<file path="src/rtl/core/car_pkg.sv">
// Shared types, constants and default parameters for the centroid anchor reorder block.
`timescale 1ns / 1ps
`default_nettype none

package car_pkg;

  localparam int DEF_MAX_POINTS = 1024;
  localparam int DEF_MAX_DIM    = 128;

  localparam int PC_W   = 11;
  localparam int VD_W   = 8;
  localparam int CIDX_W = 2;
  localparam int CDAT_W = 11;
  localparam int ELEM_W = 8;
  localparam int POS_W  = 10;
  localparam int ID_W   = 10;
  localparam int DIST_W = 23;
  localparam int DSTO_W = 24;
  localparam int STAT_W = 2;

  localparam logic [CIDX_W-1:0] CFG_POINT_COUNT    = 2'd0;
  localparam logic [CIDX_W-1:0] CFG_VECTOR_DIM     = 2'd1;
  localparam logic [CIDX_W-1:0] CFG_ELEMENT_SIGNED = 2'd2;

  localparam logic [STAT_W-1:0] ST_OK        = 2'd0;
  localparam logic [STAT_W-1:0] ST_NOT_READY = 2'd1;
  localparam logic [STAT_W-1:0] ST_BAD_POS   = 2'd2;

  localparam logic OPER_LOAD = 1'b0;
  localparam logic OPER_READ = 1'b1;

  typedef enum logic [4:0] {
    OP_NONE,
    OP_CFG,
    OP_LOAD,
    OP_RD_START,
    OP_RD_DIST,
    OP_RD_OUT,
    OP_SUM_INIT,
    OP_SUM_RD,
    OP_SUM_ACC,
    OP_SUM_WR,
    OP_SC_INIT,
    OP_SC_RD,
    OP_SC_MUL,
    OP_SC_SQ,
    OP_SC_ACC,
    OP_SC_CMP,
    OP_DI_INIT,
    OP_DI_RDA,
    OP_DI_RDP,
    OP_DI_SQ,
    OP_DI_ACC,
    OP_DI_WR,
    OP_RK_INIT,
    OP_RK_RDI,
    OP_RK_KEY,
    OP_RK_SCAN,
    OP_RK_WR
  } op_t;

  typedef struct packed {
    op_t  op;
    logic phase_done;
  } cmd_t;

  typedef struct packed {
    logic cfg_hit;
    logic load_last;
    logic i_last;
    logic j_last;
    logic scan_done;
  } stat_t;

endpackage

`default_nettype wire

</file>
<file path="src/rtl/core/car_ctrl.sv">
// Controller state machine: sequences load, read and the compute passes.
`timescale 1ns / 1ps
`default_nettype none

module car_ctrl (
  input  wire logic          clk,
  input  wire logic          rst,
  input  wire logic          in_valid,
  output logic               in_ready,
  input  wire logic          operation,
  input  wire logic          cfg_valid,
  output logic               cfg_ready,
  output logic               out_valid,
  input  wire logic          out_ready,
  input  wire car_pkg::stat_t stat,
  output car_pkg::cmd_t      cmd
);

  typedef enum logic [4:0] {
    S_IDLE,
    S_RD_DIST,
    S_RD_OUT,
    S_SUM_INIT,
    S_SUM_RD,
    S_SUM_ACC,
    S_SUM_WR,
    S_SC_INIT,
    S_SC_RD,
    S_SC_MUL,
    S_SC_SQ,
    S_SC_ACC,
    S_SC_CMP,
    S_DI_INIT,
    S_DI_RDA,
    S_DI_RDP,
    S_DI_SQ,
    S_DI_ACC,
    S_DI_WR,
    S_RK_INIT,
    S_RK_RDI,
    S_RK_KEY,
    S_RK_SCAN
  } state_t;

  state_t state, state_next;
  logic   phase_done, phase_done_next;
  logic   out_valid_next;
  car_pkg::op_t op;

  assign cfg_ready = (state == S_IDLE);
  assign in_ready  = (state == S_IDLE) && !cfg_valid;
  assign cmd.op = op;
  assign cmd.phase_done = phase_done;

  always_comb begin
    state_next      = state;
    phase_done_next = phase_done;
    out_valid_next  = out_valid && !out_ready;
    op              = car_pkg::OP_NONE;
    unique case (state)
      S_IDLE: begin
        if (cfg_valid) begin
          op = car_pkg::OP_CFG;
          if (stat.cfg_hit) phase_done_next = 1'b0;
        end else if (in_valid) begin
          if (operation == car_pkg::OPER_LOAD) begin
            op = car_pkg::OP_LOAD;
            phase_done_next = 1'b0;
            if (stat.load_last) state_next = S_SUM_INIT;
          end else begin
            op = car_pkg::OP_RD_START;
            state_next = S_RD_DIST;
          end
        end
      end
      S_RD_DIST: begin
        op = car_pkg::OP_RD_DIST;
        state_next = S_RD_OUT;
      end
      S_RD_OUT: begin
        // hold until the output register is free
        if (!out_valid || out_ready) begin
          op = car_pkg::OP_RD_OUT;
          out_valid_next = 1'b1;
          state_next = S_IDLE;
        end
      end
      S_SUM_INIT: begin
        op = car_pkg::OP_SUM_INIT;
        state_next = S_SUM_RD;
      end
      S_SUM_RD: begin
        op = car_pkg::OP_SUM_RD;
        state_next = S_SUM_ACC;
      end
      S_SUM_ACC: begin
        op = car_pkg::OP_SUM_ACC;
        state_next = stat.i_last ? S_SUM_WR : S_SUM_RD;
      end
      S_SUM_WR: begin
        op = car_pkg::OP_SUM_WR;
        state_next = stat.j_last ? S_SC_INIT : S_SUM_RD;
      end
      S_SC_INIT: begin
        op = car_pkg::OP_SC_INIT;
        state_next = S_SC_RD;
      end
      S_SC_RD: begin
        op = car_pkg::OP_SC_RD;
        state_next = S_SC_MUL;
      end
      S_SC_MUL: begin
        op = car_pkg::OP_SC_MUL;
        state_next = S_SC_SQ;
      end
      S_SC_SQ: begin
        op = car_pkg::OP_SC_SQ;
        state_next = S_SC_ACC;
      end
      S_SC_ACC: begin
        op = car_pkg::OP_SC_ACC;
        state_next = stat.j_last ? S_SC_CMP : S_SC_RD;
      end
      S_SC_CMP: begin
        op = car_pkg::OP_SC_CMP;
        state_next = stat.i_last ? S_DI_INIT : S_SC_RD;
      end
      S_DI_INIT: begin
        op = car_pkg::OP_DI_INIT;
        state_next = S_DI_RDA;
      end
      S_DI_RDA: begin
        op = car_pkg::OP_DI_RDA;
        state_next = S_DI_RDP;
      end
      S_DI_RDP: begin
        op = car_pkg::OP_DI_RDP;
        state_next = S_DI_SQ;
      end
      S_DI_SQ: begin
        op = car_pkg::OP_DI_SQ;
        state_next = S_DI_ACC;
      end
      S_DI_ACC: begin
        op = car_pkg::OP_DI_ACC;
        state_next = stat.j_last ? S_DI_WR : S_DI_RDA;
      end
      S_DI_WR: begin
        op = car_pkg::OP_DI_WR;
        state_next = stat.i_last ? S_RK_INIT : S_DI_RDA;
      end
      S_RK_INIT: begin
        op = car_pkg::OP_RK_INIT;
        state_next = S_RK_RDI;
      end
      S_RK_RDI: begin
        op = car_pkg::OP_RK_RDI;
        state_next = S_RK_KEY;
      end
      S_RK_KEY: begin
        op = car_pkg::OP_RK_KEY;
        state_next = S_RK_SCAN;
      end
      S_RK_SCAN: begin
        if (stat.scan_done) begin
          op = car_pkg::OP_RK_WR;
          if (stat.i_last) begin
            phase_done_next = 1'b1;
            state_next = S_IDLE;
          end else begin
            state_next = S_RK_RDI;
          end
        end else begin
          op = car_pkg::OP_RK_SCAN;
        end
      end
      default: state_next = S_IDLE;
    endcase
  end

  always_ff @(posedge clk) begin
    if (rst) begin
      state      <= S_IDLE;
      phase_done <= 1'b0;
      out_valid  <= 1'b0;
    end else begin
      state      <= state_next;
      phase_done <= phase_done_next;
      out_valid  <= out_valid_next;
    end
  end

endmodule

`default_nettype wire

</file>
<file path="config.mk">
export PLATFORM = sky130hd
export DESIGN_NAME = car_ctrl
export DESIGN_NICKNAME = d
export VERILOG_FILES = /design/src/rtl/core/car_pkg.sv /design/src/rtl/core/car_ctrl.sv
export SDC_FILE = /design/constraint.sdc
export NUM_CORES = 1
export LEC_CHECK = 0
export ABC_AREA = 1
export BUFFER_PORTS_ARGS = -buffer_cell sky130_fd_sc_hd__clkbuf_2
export CORE_MARGIN = 2
export CORE_UTILIZATION = 45
export CTS_BUF_LIST = sky130_fd_sc_hd__clkbuf_16
export DETAILED_ROUTE_END_ITERATION = 12
export PLACE_DENSITY = 0.76
export SETUP_SLACK_MARGIN = 0.1
export SLEW_MARGIN = 20
export SYNTH_ARGS = -nofsm -noshare
export SYNTH_HDL_FRONTEND = slang
export SYNTH_SLANG_ARGS = --single-unit
</file>
<file path="constraint.sdc">
create_clock -name clk -period 1.5 [get_ports clk]
set_clock_uncertainty 0.2 [all_clocks]
set_input_delay 0.15 -clock clk [delete_from_list [all_inputs] [get_ports clk]]
set_output_delay 0.15 -clock clk [all_outputs]
set_load 0.05 [all_outputs]
</file>
==> results of run 1 <==
Yosys cell counts:
| cell | n |
|---|---|
| nand2_1 | 35 |
| nor2_1 | 32 |
| inv_1 | 22 |
| nand3_1 | 18 |
| a21oi_1 | 11 |
| dfxtp_1 | 7 |
| nand4_1 | 7 |
| o21ai_0 | 7 |
| nor3_1 | 6 |
| buf_4 | 2 |
| nand3_2 | 2 |
| nor2_2 | 2 |
| a31oi_1 | 1 |
| and3_1 | 1 |
| buf_2 | 1 |
| inv_2 | 1 |
| o211ai_1 | 1 |
| or3_1 | 1 |
through the flow:
step | TNS, ns | util | hold WS (ns)
after CTS | -3.79 | 0.960 | 0.0984
after global placement | -2.67 | 0.765 | 0.203
after floorplan | -2.15 | - | 0.0117
after detailed placement | -3.21 | 0.765 | 0.217
repair_timing:
action,in CTS
buffers inserted,6
resized for setup,64
hold buffers,1
pin swaps,18
hold endpoints to repair,3
setup endpoints to repair,14
cells by family after synthesis:
kind of cell | Yosys count | synth area share
buffers and inverters | 26 | 0.131
flip-flops | 7 | 0.173
AND/OR/NAND/NOR | 104 | 0.568
AO/OA/AOI/OAI | 20 | 0.128
==> impl_metrics.ini, run 1 <==
[clock_tree]
numCtsBuffers = 3
cts_sinks = 7
cts_root_buf = clkbuf_16
clockBufferDepth = 2
htreeDepth = 1

[outcome]
outcome = did not finish
error = [ERROR DPL-0038] Utilization greater than 100%, impossible to legalize
haltStage = global routing

[die]
ios = 20
die_h_um = 46.4
die_w_um = 46.4
rows = 15
start_util = 0.475

[yosys]
syn-instance-count = 157
synth_cell_types = 18
ys_warn_count = 0
synth-seq-area-share = 0.173
synthesis.area_um2 = 811
ys_ff_latch = 7
syn_nets = 168
synth_top_area_cell = dfxtp_1
syn_area_per_cell_um2 = 5.16
yosysTopAreaCellShare = 0.173
synth_top_cells_by_area = dfxtp_1 (17%), nand2_1 (16%), nor2_1 (15%), nand3_1 (11%), inv_1 (10%)

[placed_design]
post-dp-hpwl_um = 2760
dp.cells = 239
gp_congestion = 1.01
pre_cts_slack_ns = -0.354
placement.io_buffers = 19
place_area_um2 = 1310

[global_routing]
grt_max_degree = 10
==> inputs of run 2 (changes only) <==
--- a/config.mk
+++ b/config.mk
@@ -7,12 +7,10 @@
 export LEC_CHECK = 0
 export ABC_AREA = 1
 export BUFFER_PORTS_ARGS = -buffer_cell sky130_fd_sc_hd__clkbuf_2
-export CORE_MARGIN = 2
-export CORE_UTILIZATION = 45
-export CTS_BUF_LIST = sky130_fd_sc_hd__clkbuf_16
+export CORE_AREA = 2 2 63 65
 export DETAILED_ROUTE_END_ITERATION = 12
-export PLACE_DENSITY = 0.76
-export SETUP_SLACK_MARGIN = 0.1
+export DIE_AREA = 0 0 65 67
+export PLACE_DENSITY_LB_ADDON = 0.15
 export SLEW_MARGIN = 20
 export SYNTH_ARGS = -nofsm -noshare
 export SYNTH_HDL_FRONTEND = slang
==> constraint.sdc (replaced) <==
create_clock -name clk -period 1.95 [get_ports clk]
set_clock_uncertainty 0.2 [all_clocks]
set_input_delay 0.195 -clock clk [delete_from_list [all_inputs] [get_ports clk]]
set_output_delay 0.195 -clock clk [all_outputs]
set_load 0.05 [all_outputs]
==> impl_metrics.ini, run 2 <==
[finish]
drive_gt1_frac = 0.515
design_area_um2 = 1520
nNetsFinal = 218
n_fill_cell = 373
layout_common_cells = nand2_1 (26), buf_4 (23), nor2_1 (20)
layout_commonest_cell = nand2_1
diodes = 0
top_register = state
reg.largest.list = state (5), out_valid (1), phase_done (1)
area_growth_syn_to_layout_pct = 87.8
largest_reg_flops = 5

[outcome]
outcome = finished, violations left
violations = setup timing

[clock_tree]
clockBufferDepth = 2
clk_latency_ns = 0.23
numCtsBuffers = 3
cts_tree = yes
htreeDepth = 1
cts_root_buf = clkbuf_8
cts_sinks = 7
path_clk_slew_ns = 0.04
cts_hold_buf = 0

[routing]
drt_iter0_markers = 64
post_drt_wl_per_cell_um = 12.9
dr.pass1.iters = 4
vias = 1234
drt_wl_total_um = 3270
postRouteAntennaNets = 0
avgViaCountPerCell = 4.86
post-route-drc-count = 0

[yosys]
synth-seq-area-share = 0.173
synth_top_area_cell = dfxtp_1
synth_top_cells_by_area = dfxtp_1 (17%), nand2_1 (16%), nor2_1 (15%), nand3_1 (11%), inv_1 (10%)
synth_cell_types = 18
syn_nets = 168
ys_warn_count = 0
syn_area_per_cell_um2 = 5.16
ys_ff_latch = 7
synthesis.area_um2 = 811
yosysTopAreaCellShare = 0.173
synth_edf_count = 0
ys.flop_type = dfxtp_1
syn-instance-count = 157
synthArstFlopShare = 0
yosysMostFrequentCell = nand2_1
synth_common_cells = nand2_1 (35), nor2_1 (32), inv_1 (22), nand3_1 (18), a21oi_1 (11)

[power]
vdd_drop_max_mv = 0.379
powerDensity_nw_per_um2 = 491
p_leak_nw = 0.739

[sta]
fmax_mhz = 499
rsz0062_at_grt = yes
hold_violations = 0
finalCriticalPeriod_ns = 2.00
setup_ws_ns = -0.0541
period_share = 1.03
slew_headroom = 0.767
setup_violations = 4
slew_viol_final = 0
worstMarginPinSlew_ns = 0.349
fin_tns_setup_ns = -0.113

[global_routing]
grt_pass1_wl_um = 5290
antenna_found_initial = 0
gr-usage-all-layers = 0.156
grt_max_degree = 10
grt-ovfl-total = 0
grt_pass1_vias = 1140

[placed_design]
post-dp-hpwl_um = 2540
pre_cts_slack_ns = -0.00208
place_area_um2 = 1140
placement.io_buffers = 19
gp_congestion = 0.892

[job]
cap_viol_max_count = 0

[critical_path]
regToRegEndpoint = phase_done$_SDFFE_PP0P_
end_kind = output pin
timing.rr.start = state[3]$_SDFFE_PP0P_
required_ns = 1.55
critPathLaunchType = flip-flop
critPathArrivalTime_ns = 1.61
cp_max_fo = 6
critPathCapture = cmd[5]
critical_path_class = flip-flop to output pin
r2r_setup_slack_ns = 0.14
cp-startpoint = state[2]$_SDFFE_PP0P_
rr_worst_depth = 10

[die]
start_util = 0.225
die_h_um = 67
rows = 22
coreArea_um2 = 3610
die_w_um = 65
ios = 20
dieArea_um2 = 4360

[min_path]
hold_path.class = input pin to flip-flop
holdPathStages = 2
[run 2: cell counts after synthesis]
Identical to the previous run, type by type.
[run 2: worst min-delay path by stage]
stage	slack, ns	start	end
final	0.04	rst	state[4]$_SDFFE_PP0P_
after global routing	0.07	rst	state[3]$_SDFFE_PP0P_
after CTS	0.03	rst	state[4]$_SDFFE_PP0P_
after detailed placement	0.28	rst	out_valid$_SDFF_PP0_
after global placement	0.27	rst	out_valid$_SDFF_PP0_
after floorplan	0.06	rst	state[1]$_SDFFE_PP0P_
[run 2: cell type report]
class	count	area [µm²]	area share
Tap cell	48	60.1	0.0394
Clock buffer	3	41.3	0.0271
Clock inverter	1	5.00	0.00329
Sequential cell	7	159	0.104
Multi-Input combinational cell	124	756	0.496
Timing Repair Buffer	48	408	0.268
Inverter	23	93.8	0.0616
[run 2: critical path, stage by stage, from the launching register on]
cell and delay [ns]:
dfxtp_4 0.37, nor2_4 0.07, buf_6 0.14, nand3_4 0.08, nand4_1 0.14, or3_4 0.42
buf_12 0.16
[run 2: report_power, final]
part | leakage [nW] | internal, mW | switching, mW
Combinational | 0.653 | 0.152 | 0.224
Sequential | 0.0607 | 0.149 | 0.0145
Clock | 0.0255 | 0.139 | 0.0686
[run 2: repair_timing]
item,4_1_cts,5_1_grt
cloned,0,0
setup endpoints to repair,7,7
pin swaps,13,17
setup buffers,5,8
gates resized for setup,59,24
[run 2: logic make-up after synthesis]
family / synth area share
and+or+nand+nor: 0.568
buffers and inverters: 0.131
DFF: 0.173
AOI/OAI and AO/OA: 0.128
[run 2: routing by layer]
| layer | vias up | part of all wire | track usage |
|---|---|---|---|
| met4 | 0 | 0.027 | 0.0346 |
| met2 | 48 | 0.50 | 0.295 |
| li1 | 618 | - | - |
| met1 | 557 | 0.44 | 0.188 |
| met3 | 11 | 0.038 | 0.0152 |
| met5 | - | 0 | 0 |
[run 2: metrics by stage]
| step | hold WS (ns) | total power, mW | utilization | cells |
|---|---|---|---|---|
| CTS | 0.0303 | 0.723 | 0.387 | 247 |
| finish | 0.0406 | 0.747 | 0.422 | 254 |
| global placement | 0.267 | 0.473 | 0.316 | 238 |
| detailed placement | 0.275 | 0.472 | 0.316 | 238 |
| floorplan | 0.0641 | 0.344 | - | 157 |
| global route | 0.0666 | 0.791 | 0.422 | 254 |
No activity file was read; power rests on OpenSTA's default activity.
